[config.mk]
export PLATFORM = sky130hd
export DESIGN_NAME = dedup_fifo_queue_top
export DESIGN_NICKNAME = d
export VERILOG_FILES = /design/src/hw/rtl/dfq_pkg.sv /design/src/hw/rtl/dfq_ctrl.sv /design/src/hw/rtl/dfq_datapath.sv /design/src/hw/rtl/dedup_fifo_queue_top.sv
export SDC_FILE = /design/constraint.sdc
export NUM_CORES = 1
export LEC_CHECK = 0
export BUFFER_PORTS_ARGS = -buffer_cell sky130_fd_sc_hd__buf_4
export CAP_MARGIN = 30
export CORE_ASPECT_RATIO = 2
export CORE_MARGIN = 2
export CORE_UTILIZATION = 40
export CTS_CLUSTER_DIAMETER = 30
export CTS_CLUSTER_SIZE = 40
export DETAILED_ROUTE_END_ITERATION = 8
export GPL_ROUTABILITY_DRIVEN = 0
export PLACE_DENSITY_LB_ADDON = 0.25
export SLEW_MARGIN = 20
export SYNTH_ARGS = -nofsm -noshare
export SYNTH_HDL_FRONTEND = slang
export SYNTH_SLANG_ARGS = --single-unit
[constraint.sdc]
create_clock -name clock -period 9 [get_ports clock]
set_input_delay 1.8 -clock clock [delete_from_list [all_inputs] [get_ports clock]]
set_output_delay 1.8 -clock clock [all_outputs]
set_load 0.01 [all_outputs]
[src/hw/rtl/dfq_pkg.sv]
// Shared types and constants of the duplicate-rejecting queue.
// Used by the controller, the datapath, the top level and the checker.
package dfq_pkg;

   // Queue size, the widths that follow from it, and the fixed value, status and occupancy widths
   localparam int CAPACITY = 16;
   localparam int IDX_W    = (CAPACITY > 1) ? $clog2(CAPACITY) : 1;
   localparam int CNT_W    = $clog2(CAPACITY + 1);
   localparam int PTR_W    = IDX_W + 1;
   localparam int VAL_W    = 32;
   localparam int STAT_W   = 3;
   localparam int OCC_W    = 5;

   // Request codes
   localparam logic ACT_ENQUEUE = 1'b0;
   localparam logic ACT_DEQUEUE = 1'b1;

   // Result status codes
   typedef enum logic [STAT_W-1:0] {
      STAT_ENQUEUED  = 3'd0,
      STAT_DUPLICATE = 3'd1,
      STAT_FULL      = 3'd2,
      STAT_DEQUEUED  = 3'd3,
      STAT_EMPTY     = 3'd4
   } status_type;

   // Commands from the controller to the datapath
   typedef struct packed {
      logic latch;   // capture the request fields
      logic exec;    // carry out the captured request and load the result
   } dfq_cmd_type;

   // Status from the datapath to the controller
   typedef struct packed {
      logic out_busy;   // result register holds a transaction that stays this cycle
   } dfq_stat_type;

endpackage

[src/hw/rtl/dfq_ctrl.sv]
// Controller of the duplicate-rejecting queue: accepts a request, then
// issues one execute once the result register can take it. Uses dfq_pkg.
module dfq_ctrl (
   input  logic                 clock,
   input  logic                 reset,
   input  logic                 req_valid,
   output logic                 req_stall,
   input  dfq_pkg::dfq_stat_type stat,
   output dfq_pkg::dfq_cmd_type  cmd
);
   import dfq_pkg::*;

   typedef enum logic [1:0] {
      ST_IDLE = 2'b01,
      ST_EXEC = 2'b10
   } state_type;

   state_type state_ff;
   state_type state_in;

   // Decode state into handshake and commands
   always_comb begin
      state_in  = state_ff;
      req_stall = 1'b1;
      cmd       = '0;
      case (state_ff)
         ST_IDLE: begin
            req_stall = 1'b0;
            if (req_valid) begin
               cmd.latch = 1'b1;
               state_in  = ST_EXEC;
            end
         end
         ST_EXEC: begin
            if (!stat.out_busy) begin
               cmd.exec = 1'b1;
               state_in = ST_IDLE;
            end
         end
         default: begin
            state_in = ST_IDLE;
         end
      endcase
   end

   // Advance state
   always_ff @(posedge clock) begin
      if (reset) begin
         state_ff <= ST_IDLE;
      end else begin
         state_ff <= state_in;
      end
   end

endmodule

[src/hw/rtl/dfq_datapath.sv]
// Datapath of the duplicate-rejecting queue: entry store, head/tail/count,
// parallel duplicate compare and the result register. Uses dfq_pkg.
module dfq_datapath (
   input  logic                         clock,
   input  logic                         reset,
   input  dfq_pkg::dfq_cmd_type          cmd,
   output dfq_pkg::dfq_stat_type         stat,
   input  logic                         req_action,
   input  logic signed [dfq_pkg::VAL_W-1:0] req_value,
   output logic                         rsp_valid,
   input  logic                         rsp_stall,
   output logic [dfq_pkg::STAT_W-1:0]   rsp_status,
   output logic signed [dfq_pkg::VAL_W-1:0] rsp_out_value,
   output logic [dfq_pkg::OCC_W-1:0]    rsp_occupancy
);
   import dfq_pkg::*;

   // Captured request
   logic             act_ff;
   logic [VAL_W-1:0] val_ff;

   // Queue state
   logic [VAL_W-1:0] entries_ff [CAPACITY];
   logic [IDX_W-1:0] head_ff, head_in;
   logic [IDX_W-1:0] tail_ff, tail_in;
   logic [CNT_W-1:0] count_ff, count_in;

   // Result register
   logic             rsp_valid_ff, rsp_valid_in;
   status_type       rsp_status_ff, rsp_status_in;
   logic [VAL_W-1:0] rsp_value_ff, rsp_value_in;
   logic [OCC_W-1:0] rsp_occ_ff, rsp_occ_in;

   logic [CAPACITY-1:0] held;
   logic [CAPACITY-1:0] match;
   logic                dup_hit;
   logic                wr_en;
   logic [PTR_W-1:0]    offset [CAPACITY];

   // Mark held slots by their distance from the head
   always_comb begin
      for (int i = 0; i < CAPACITY; i++) begin
         if (IDX_W'(i) >= head_ff) begin
            offset[i] = PTR_W'(i) - {1'b0, head_ff};
         end else begin
            offset[i] = PTR_W'(i) + PTR_W'(CAPACITY) - {1'b0, head_ff};
         end
         held[i]  = (offset[i] < PTR_W'(count_ff));
         match[i] = held[i] && (entries_ff[i] == val_ff);
      end
   end

   assign dup_hit = |match;

   // Execute the captured request
   always_comb begin
      head_in       = head_ff;
      tail_in       = tail_ff;
      count_in      = count_ff;
      wr_en         = 1'b0;
      rsp_status_in = STAT_EMPTY;
      rsp_value_in  = '0;
      if (act_ff == ACT_ENQUEUE) begin
         if (count_ff == CNT_W'(CAPACITY)) begin
            rsp_status_in = STAT_FULL;
         end else if (dup_hit) begin
            rsp_status_in = STAT_DUPLICATE;
         end else begin
            wr_en         = 1'b1;
            tail_in       = (tail_ff == IDX_W'(CAPACITY - 1)) ? '0 : tail_ff + 1'b1;
            count_in      = count_ff + 1'b1;
            rsp_status_in = STAT_ENQUEUED;
         end
      end else begin
         if (count_ff == '0) begin
            rsp_status_in = STAT_EMPTY;
         end else begin
            rsp_value_in  = entries_ff[head_ff];
            head_in       = (head_ff == IDX_W'(CAPACITY - 1)) ? '0 : head_ff + 1'b1;
            count_in      = count_ff - 1'b1;
            rsp_status_in = STAT_DEQUEUED;
         end
      end
      rsp_occ_in = OCC_W'(count_in);
   end

   // Hold the result until taken; load a new one on execute
   assign stat.out_busy = rsp_valid_ff && rsp_stall;
   assign rsp_valid_in  = cmd.exec || (rsp_valid_ff && rsp_stall);

   // Control registers
   always_ff @(posedge clock) begin
      if (reset) begin
         head_ff      <= '0;
         tail_ff      <= '0;
         count_ff     <= '0;
         rsp_valid_ff <= 1'b0;
      end else begin
         rsp_valid_ff <= rsp_valid_in;
         if (cmd.exec) begin
            head_ff  <= head_in;
            tail_ff  <= tail_in;
            count_ff <= count_in;
         end
      end
   end

   // Payload registers
   always_ff @(posedge clock) begin
      if (cmd.latch) begin
         act_ff <= req_action;
         val_ff <= req_value;
      end
      if (cmd.exec) begin
         rsp_status_ff <= rsp_status_in;
         rsp_value_ff  <= rsp_value_in;
         rsp_occ_ff    <= rsp_occ_in;
      end
   end

   // Entry store write
   always_ff @(posedge clock) begin
      if (cmd.exec && wr_en) begin
         entries_ff[tail_ff] <= val_ff;
      end
   end

   assign rsp_valid     = rsp_valid_ff;
   assign rsp_status    = rsp_status_ff;
   assign rsp_out_value = rsp_value_ff;
   assign rsp_occupancy = rsp_occ_ff;

endmodule

[src/hw/rtl/dedup_fifo_queue_top.sv]
// Duplicate-rejecting FIFO queue of signed 32-bit values. A request is accepted when
// req_valid is high and req_stall low; it then waits in the execute state until the result
// register can take it, is checked against all held entries in one parallel compare, carried
// out, and its result loaded into the result register, which raises rsp_valid. No new request
// is accepted during the execute step. A new request is taken while an earlier result still
// waits in the result register; execution waits only while that register holds a stalled
// transaction. No clearing pass is needed after reset.
// Depends on dfq_pkg, dfq_ctrl and dfq_datapath.
module dedup_fifo_queue_top (
   input  logic                              clock,
   input  logic                              reset,
   input  logic                              req_valid,
   output logic                              req_stall,
   input  logic                              req_action,
   input  logic signed [dfq_pkg::VAL_W-1:0]  req_value,
   output logic                              rsp_valid,
   input  logic                              rsp_stall,
   output logic [dfq_pkg::STAT_W-1:0]        rsp_status,
   output logic signed [dfq_pkg::VAL_W-1:0]  rsp_out_value,
   output logic [dfq_pkg::OCC_W-1:0]         rsp_occupancy
);
   import dfq_pkg::*;

   dfq_cmd_type  cmd;
   dfq_stat_type stat;

   // Sequence each transaction
   dfq_ctrl u_ctrl (
      .clock     (clock),
      .reset     (reset),
      .req_valid (req_valid),
      .req_stall (req_stall),
      .stat      (stat),
      .cmd       (cmd)
   );

   // Hold the queue and build results
   dfq_datapath u_datapath (
      .clock         (clock),
      .reset         (reset),
      .cmd           (cmd),
      .stat          (stat),
      .req_action    (req_action),
      .req_value     (req_value),
      .rsp_valid     (rsp_valid),
      .rsp_stall     (rsp_stall),
      .rsp_status    (rsp_status),
      .rsp_out_value (rsp_out_value),
      .rsp_occupancy (rsp_occupancy)
   );

endmodule

-- Word level (Yosys, flattened, before mapping)
Memories as Yosys holds them, arrays and structs flattened. A register that Yosys moved wholly into a read port is not among the register bits.
Cells that the tools add are included.
- flip-flop bits (word level): 57
- memory bits (writable): 512
- memories kept: 1
- input bits: 37
- memory list (memory ; depth ; width ; read ports ; clocked after memory_dff ; wr ports ; line ; source):
    u_datapath.entries_ff ; 16 ; 32 ; 17 ; 1 ; 1 ; dfq_datapath.sv:23 ; logic [VAL_W-1:0] entries_ff [CAPACITY];
- reduce and logical (&&, ||, !) cells: 25
- magnitude comparators: 32
- $add $sub $neg: 36
- bitwise gates (word level): 4
- equal/unequal tests: 23
- multiplexer cells: 39
- operators by type and width (kind ; number):
    $eq A32 B32 Y1 ; 16
    $mux W5 ; 20
    $lt A5 B5 Y1 ; 16
    $sub A5 B4 Y5 const A ; 16
    $sub A4 B4 Y5 const A ; 8
    $ge A4 B4 Y1 const A ; 8
    $sub A3 B4 Y5 const A ; 4
    $logic_and A1 B1 Y1 ; 18
    $ge A3 B4 Y1 const A ; 4
    $reduce_or A16 Y1 ; 1
    $mux W1 ; 11
    $sub A1 B4 Y5 const A ; 2
    $sub A2 B4 Y5 const A ; 2
    $mux W3 ; 3
    $add A4 B1 Y4 const B ; 2
    $eq A4 B4 Y1 const B ; 2
    $ge A1 B4 Y1 const A ; 2
    $ge A2 B4 Y1 const A ; 2
    $mux W4 ; 2
    $add A5 B1 Y5 const B ; 1
    $eq A5 B5 Y1 const B ; 1
    $logic_not A5 Y1 ; 1
    $sub A5 B1 Y5 const B ; 1
    $mux W2 ; 2
    10 further kinds ; 14

-- Depth between registers and ports, before layout
Gate-level depths: netlist of the first run.
- word-level depth: 11
- depth in mapped cells: 21
- gate-level depth less buffers: 17

-- Modules after synthesis
Synthesis of the first run repeated with hierarchy kept, for this count alone.
- cells, all modules: 2097
- area total of the unflattened synthesis: 30859.6 um^2
- by module, submodules not included (module ; area an instance (um^2) ; instances ; seq. area each (um^2) ; cells each):
    dfq_datapath ; 30772.0 ; 1 ; 17847.1 ; 2088
    dfq_ctrl ; 87.6 ; 1 ; 40.0 ; 9

-- Least setup slack after synthesis of the first run
OpenSTA, ideal clock, no wires.
- path kind: reg2reg
- from: reg u_datapath.head_ff[1]
- to: mem u_datapath.entries_ff[3][0] (enable)
- library setup time: 0.461 ns
- data required time: 8.539 ns
- path slack: 2.262 ns
- cell stages (with the launch flop): 17
- arrival: 6.277 ns
- buffers on the path: 3
- cells stage by stage: dfxtp_1 clkbuf_1 inv_1 clkbuf_1 buf_1 ha_1 inv_1 ha_1 nor2b_1 a221oi_1 a21oi_1 ha_1 a21oi_1 or4_4 nor4_4 nand4_1 nor3_1
- cells in the longest elaborated chain, start to end: 11
- elaborated cells on any way between the ends: 103
- those cells by class: add/sub: 32; order compare: 32; mux: 21; reduce/logical: 18
- RTL lines (item ; line ; source):
    from (decl) ; dfq_datapath.sv:24 ; logic [IDX_W-1:0] head_ff, head_in;
    from (signal assigned) ; dfq_datapath.sv:101 ; head_ff <= head_in;
    $sub A5 B4 Y5 (tied with other cells) ; dfq_datapath.sv:46 ; offset[i] = PTR_W'(i) + PTR_W'(CAPACITY) - {1'b0, head_ff};
    $mux W5 ; dfq_datapath.sv:43 ; if (IDX_W'(i) >= head_ff) begin
    $lt A5 B5 Y1 ; dfq_datapath.sv:48 ; held[i] = (offset[i] < PTR_W'(count_ff));
    $logic_and A1 B1 Y1 ; dfq_datapath.sv:49 ; match[i] = held[i] && (entries_ff[i] == val_ff);
    $reduce_or A16 Y1 * ; dfq_datapath.sv:53 ; assign dup_hit = |match;
    $mux W1 * ; dfq_datapath.sv:66 ; end else if (dup_hit) begin
    $mux W1 * ; dfq_datapath.sv:64 ; if (count_ff == CNT_W'(CAPACITY)) begin
    $mux W1 * ; dfq_datapath.sv:63 ; if (act_ff == ACT_ENQUEUE) begin
    $logic_and A1 B1 Y1 * ; dfq_datapath.sv:123 ; if (cmd.exec && wr_en) begin
    $mux W1 * ; dfq_datapath.sv:123 ;
    $mux W1 (not written as such) * ; dfq_datapath.sv:124 ; entries_ff[tail_ff] <= val_ff;
    to (decl) ; dfq_datapath.sv:23 ;
Mark *: on every way between the ends. The rest lies on a longest branch, timed or not.

-- Worst setup path in the final report of the first run
- from: reg u_datapath.head_ff[2]
- to: mem u_datapath.entries_ff[13][10] (enable)
The elaborated chain is that of the path after synthesis.

==> results of run 1 <==
sequential cells by signal, summed over array words and instances, names as in the netlist:
register / count
u_datapath.act_ff: 1
u_datapath.head_ff: 4
u_datapath.tail_ff: 4
u_datapath.entries_ff: 512
u_datapath.rsp_status: 3
u_datapath.rsp_occupancy: 5
u_ctrl.state_ff: 2
u_datapath.count_ff: 5
u_datapath.val_ff: 32
u_datapath.rsp_out_value: 32
u_datapath.rsp_valid: 1
synthesized netlist by cell type, drive strengths merged (6+ instances only):
master / n / area share
a21o: 10 / 0.0024
o21ai: 11 / 0.0018
nor2b: 10 / 0.0020
nor4: 46 / 0.0098
nand3: 19 / 0.0031
o2111ai: 8 / 0.0025
buf: 86 / 0.026
and3: 51 / 0.010
a21oi: 40 / 0.0066
edfxtp: 585 / 0.57
nor2: 28 / 0.0034
nor3: 21 / 0.0034
nand2: 102 / 0.012
xor2: 150 / 0.043
clkbuf: 39 / 0.0048
a211oi: 36 / 0.0088
ha: 71 / 0.029
a2111oi: 6 / 0.0017
mux4: 128 / 0.094
mux2i: 37 / 0.012
xnor2: 372 / 0.11
nand4: 96 / 0.020
inv: 40 / 0.0049
dfxtp: 16 / 0.010
critical path, cell delays in order (launching register included):
cell and delay, ps:
dfxtp_4 940, inv_1 500, ha_1 400, ha_1 250, nand2_1 70, nand2_1 80, xnor2_1 140, ha_1 290
nand2_1 60, o2111ai_1 190, nor4_1 100, or4_1 580, nor4_4 260, and3_1 600, and3_2 950
power groups by stage:
stage / Clock [mW] / Combinational (mW) / Sequential (mW)
final: 3.78 / 0.375 / 3.10
after global routing: 3.94 / 0.386 / 3.10
after CTS: 3.81 / 0.372 / 3.10
after detailed placement: 0 / 0.370 / 3.16
after global placement: 0 / 0.368 / 3.16
after floorplan: 0 / 0.215 / 3.17
cells by family (layout without fill, tap and decap cells):
kind of cell / count (synthesis) / in the layout / synth area share
flip-flops: 601 / 601 / 0.581
XOR/XNOR: 522 / 522 / 0.149
AND/OR/NAND/NOR: 392 / 392 / 0.0688
multiplexers: 166 / 166 / 0.106
buffers and inverters: 166 / 352 / 0.0355
AO/OA/AOI/OAI: 134 / 134 / 0.0307
adder cells (fa/ha/maj): 71 / 71 / 0.0289
other: 1 / 3 / 0.000122
final timing paths:
path | startpoint | end | slack (ps) | cells after the start
max | u_datapath.head_ff[2] | u_datapath.entries_ff[13][10] | 3160 | 14
min reg2reg | u_ctrl.state_ff[1] | u_datapath.rsp_valid | 480 | 2
min | u_ctrl.state_ff[1] | u_datapath.rsp_valid | 480 | 2
max reg2reg | u_datapath.head_ff[2] | u_datapath.entries_ff[13][10] | 3160 | 14
per-layer routing:
| metal | vias to the layer above | wire, um | track usage |
|---|---|---|---|
| met5 | - | 27 | 0 |
| met2 | 1060 | 60200 | 0.521 |
| li1 | 8019 | - | - |
| met1 | 9823 | 35200 | 0.276 |
| met3 | 371 | 6410 | 0.0439 |
| met4 | 4 | 13000 | 0.280 |
area by class of cell:
type                    instances  area, um2
clock inverters                73        912
inverters                      41        154
flip-flops and latches        601      17900
multi-input cells            1287      11800
fillers                      6596      40500
clock buffers                 102       2380
well taps                    1015       1270
repair buffers                136       1070
diodes                          1       2.50
stage by stage:
| stage | hold slack, ps | setup slack [ps] | power [mW] | utilization | area, um2 |
|---|---|---|---|---|---|
| CTS | 481 | 3220 | 7.29 | 0.467 | 35500 |
| global route | 521 | 2890 | 7.43 | 0.467 | 35500 |
| finish | 480 | 3160 | 7.26 | 0.467 | 35500 |
| detailed placement | 470 | 3220 | 3.53 | 0.423 | 32200 |
| global placement | 463 | 3240 | 3.53 | 0.423 | 32100 |
| floorplan | 453 | 2260 | 3.39 | - | 30800 |
==> summary.md, run 1 <==
| Metric | Value |
|---|---|
| Pin count of the biggest net entering global routing | 61 |
| Pwr Density | 204 nW/um2 |
| DP Wirelength | 82,700 um |
| Startpoint types | flip-flop |
| Hold Fails Final Rpt | 0 |
| DRT Pass-1 Iters | 5 |
| Grt total ovfl | 0 |
| Max Cap Violations | 0 |
| CTS clk-pin slew, worst paths | 60 ps |
| Leak | 11.7 nW |
| Hold-fix buffers at CTS | 0 |
| Sequential Power Share | 0.427 |
| Die area | 79,300 um2 |
| Core Region | between 70,000 and 80,000 um2 |
| Net switching power | 1.82 mW |
| Most frequent cells in the layout | edfxtp_1 (585), xnor2_1 (372), xor2_1 (150) |
| # IOs | 79 |
| Fin crit period | 5840 ps |
| Clk buf depth | 3 |
| Starting density of the core | 0.405 |
| Top_reg_cell synth | edfxtp_1 |
| Setup Buffers After CTS | 0 |
| Hold crit path type | reg2reg |
| H-tree levels | 3 |
| DR iter-0 viols | 1,943 |
| Post-synth EDFFs | 585 |
| Total Nets Final | ~2,300 |
| Syn_area_per_cell | around 15 um2 |
| Post-route ant nets | 0 |
| Post-synthesis sequential area ratio | 0.581 |
| Synthesized area | 30,800 um2 |
| Worst Path Arrival | 6130 ps |
| Mapped Cells | about 2,000 |
| Netlist cell types | 58 |
| Die width | 200 um |
| Vias in the first global route | roughly 20,000 |
| Routed wire per std cell | 35.3 um |
| Die height | between 300 and 400 um |
| Worst Setup Path Type | reg2reg |
| Clk network pwr share | 0.521 |
| CTS Buf Count | 93 |
| Worst EP required | roughly 9300 ps |
| Setup TNS | 0 ps |
| Syn. warnings | 0 |
| Switching Share | 0.251 |
| Worst Skew | 48.2 ps |
| Comb pwr share | 0.052 |
| Clk root buf | clkbuf_16 |
| Most common cell after layout, fill and taps aside | edfxtp_1 |
| Synth async-reset ratio | 0 |
| Slew headroom | 0.326 |
| Status | complete, no violations |
| Cell Count, Final, Fillers Out | 3,256 |
| Port Buffers | 78 |
| Unrepaired setup endpoints after global routing | false |
| Via-to-Cell Ratio | 5.92 |
| First-pass GRT wire length | 157,000 um |
| Setup violators final | 0 |
| Max Freq | 0.171 GHz |
| FF+latch count, synth | 601 |
| Max-slew violation count | 0 |
| CP max FO | 60 |
| DP Cell Count | 3,079 |
| Area growth, synth to finish | 15.5% |
| Int Pwr | 5.44 mW |
| Post-CTS sizing | 0 |
| Peak VDD IR | 0.000141 V |
| Post-Route WL | 115,000 um |
| Critical path endpoint category | flip-flop |
| CTS tree | yes |
| GRT Total Usage | 0.289 |
| DR vias | 19,300 |
| Period utilisation layout | 0.649 |
| Initial antenna violation count | 3 |
| Later-pin clock latency in the skew report | 710 ps |
| FP Rows | 143 |
| Share of cells above drive strength 1 | 0.207 |
| Drt drc | 0 |
| Clock Sinks | 601 |
| Actual slew at the worst max-slew pin | approximately 1000 ps |
Power figures use the tool's default switching activity.
==> inputs of run 2 (changes only) <==
clock period = 4.7 ns   (was 9 ns; I/O delays follow)
==> run 2 against run 1 <==
Design area increased by 4.2%. Cell count increased by 3.8%. Clock skew decreased by 22 ps. Critical path depth increased by 1. Global-route usage increased by 1.9 points. Register-to-register slack got worse by 3000 ps.
==> summary.md, run 2 (synthesized netlist as in run 1, its figures left out) <==
| Metric | Value |
|---|---|
| Status | complete, no violations |
| Unrepaired setup endpoints after global routing | false |
| Filler cells | 6,492 |
| Setup violators final | 0 |
| H-tree levels | 3 |
| FF-to-FF path depth | 15 |
| R2r setup slk | approximately 130 ps |
| CP max FO | 32 |
| Max Freq | between 0.2 and 0.25 GHz |
| Peak VDD IR | 0.000285 V |
| Most frequent cells in the layout | edfxtp_1 (585), xnor2_1 (366), buf_4 (196) |
| GRT Total Usage | 0.308 |
| Worst r2r src | u_datapath.head_ff[2] |
| Clk root buf | clkbuf_16 |
| Core Region | 76,000 um2 |
| Post-route ant nets | 0 |
| CTS clk-pin slew, worst paths | 60 ps |
| Pwr Density | 383 nW/um2 |
| DP Wirelength | 88,200 um |
| Worst Hold End | u_datapath.val_ff[21] |
| Largest Register | u_datapath.entries_ff |
| Hold Fails Final Rpt | 0 |
| First-pass GRT wire length | 165,000 um |
| Slew headroom | 0.213 |
| DR iter-0 viols | 1,706 |
| Hold crit path type | in2reg |
| Cell Count, Final, Fillers Out | 3,381 |
| Hold-fix buffers at CTS | 0 |
| Via-to-Cell Ratio | roughly 5.8 |
| Critical path endpoint category | flip-flop |
| CTS Buf Count | 98 |
| Clk buf depth | 3 |
| Port Buffers | 78 |
| Multi-input gate area | 11,900 um2 |
| Routed wire per std cell | 35.8 um |
| Vias in the first global route | 20,400 |
| Later-pin clock latency in the skew report | 700 ps |
| Worst Path Arrival | 4980 ps |
| Startpoint types | flip-flop |
| Pin count of the biggest net entering global routing | 52 |
| DR vias | 19,700 |
| Die area | 79,300 um2 |
| Hold path startpoint | req_value[21] |
| Area growth, synth to finish | 20.3% |
| Setup TNS | 0 ps |
| Worst Skew | 26.6 ps |
| Fin crit period | 4570 ps |
| Most common cell after layout, fill and taps aside | edfxtp_1 |
| Die width | 200 um |
| Starting density of the core | 0.405 |
| Leak | 12.4 nW |
| Total Nets Final | 2,385 |
| Largest register FFs | 512 |
| FP Rows | ~140 |
| Initial antenna violation count | 6 |
| Actual slew at the worst max-slew pin | 1170 ps |
| Worst Setup Path Type | reg2reg |
| Max Cap Violations | 0 |
| Min-Delay Path Depth | 1 |
| CTS tree | yes |
| Grt total ovfl | 0 |
| Post-Route WL | 121,000 um |
| Clock Sinks | 601 |
| DP Cell Count | between 3,000 and 4,000 |
| Reg2reg end | u_datapath.entries_ff[4][0] |
| Share of cells above drive strength 1 | 0.251 |
| Max-slew violation count | 0 |
| DRT Pass-1 Iters | 5 |
| Worst EP required | 5110 ps |
| Reg area | roughly 18,000 um2 |
| Die height | 396 um |
| Drt drc | 0 |
| # IOs | 79 |
| Period utilisation layout | 0.973 |
run 2: stage by stage:
stage                     power [mW]  utilization  setup WS (ps)  hold WS, ps  instance area [um2]
after floorplan                 6.49            -           23.2          453                30900
after global placement          6.88        0.440           80.8          463                33400
after detailed placement        6.89        0.441            155          487                33500
after CTS                       14.2        0.485            129          391                36900
after global routing            14.5        0.487           13.7          405                37000
final                           14.2        0.487            127          418                37000
run 2: cell type report:
cell class	count	share of cell area
timing repair buffer	248	0.0656
multi-input combinational	1287	0.322
inverter	41	0.00419
antenna	4	0.000270
clock inverter	79	0.0222
tap	1015	0.0343
clock buffer	106	0.0682
sequential	601	0.483
run 2: power breakdown:
| group | leakage, nW | internal [mW] | switching, mW |
|---|---|---|---|
| Combinational | 5.40 | 0.288 | 0.561 |
| Sequential | 5.43 | 5.92 | 0.0554 |
| Clock | 1.59 | 4.47 | 2.87 |
run 2: worst max path at each step:
stage / start / endpoint / slack (ps) / depth (start not counted)
2_1_floorplan: u_datapath.head_ff[1] / u_datapath.entries_ff[3][0] / 20 / 15
3_3_place_gp: u_datapath.head_ff[2] / u_datapath.entries_ff[7][1] / 80 / 15
3_5_place_dp: u_datapath.head_ff[2] / u_datapath.entries_ff[9][3] / 160 / 15
4_1_cts: u_datapath.head_ff[2] / u_datapath.entries_ff[4][22] / 130 / 15
5_1_grt: u_datapath.head_ff[2] / u_datapath.entries_ff[9][29] / 10 / 16
6_report: u_datapath.head_ff[2] / u_datapath.entries_ff[4][0] / 130 / 15
run 2: routing by layer:
metal	wire length, um	global-route usage
met5	56	0
met4	15200	0.320
met3	6600	0.0609
met2	61500	0.533
met1	37700	0.296
run 2: what timing repair did:
| action | in CTS | in global routing |
|---|---|---|
| gates resized for setup | 0 | 5 |
| buffers inserted | 0 | 0 |
| endpoints found under the setup margin | 0 | 475 |
run 2: critical path, stage by stage, from the launching register on:
cell,delay (ps)
dfxtp_4,410
buf_4,270
ha_1,250
inv_1,100
a21oi_1,200
xnor2_1,170
ha_1,280
a2111oi_0,600
o2111ai_2,320
o41ai_2,450
or4_4,230
nor4_4,40
buf_4,140
and3_1,280
and3_2,300
buf_12,180
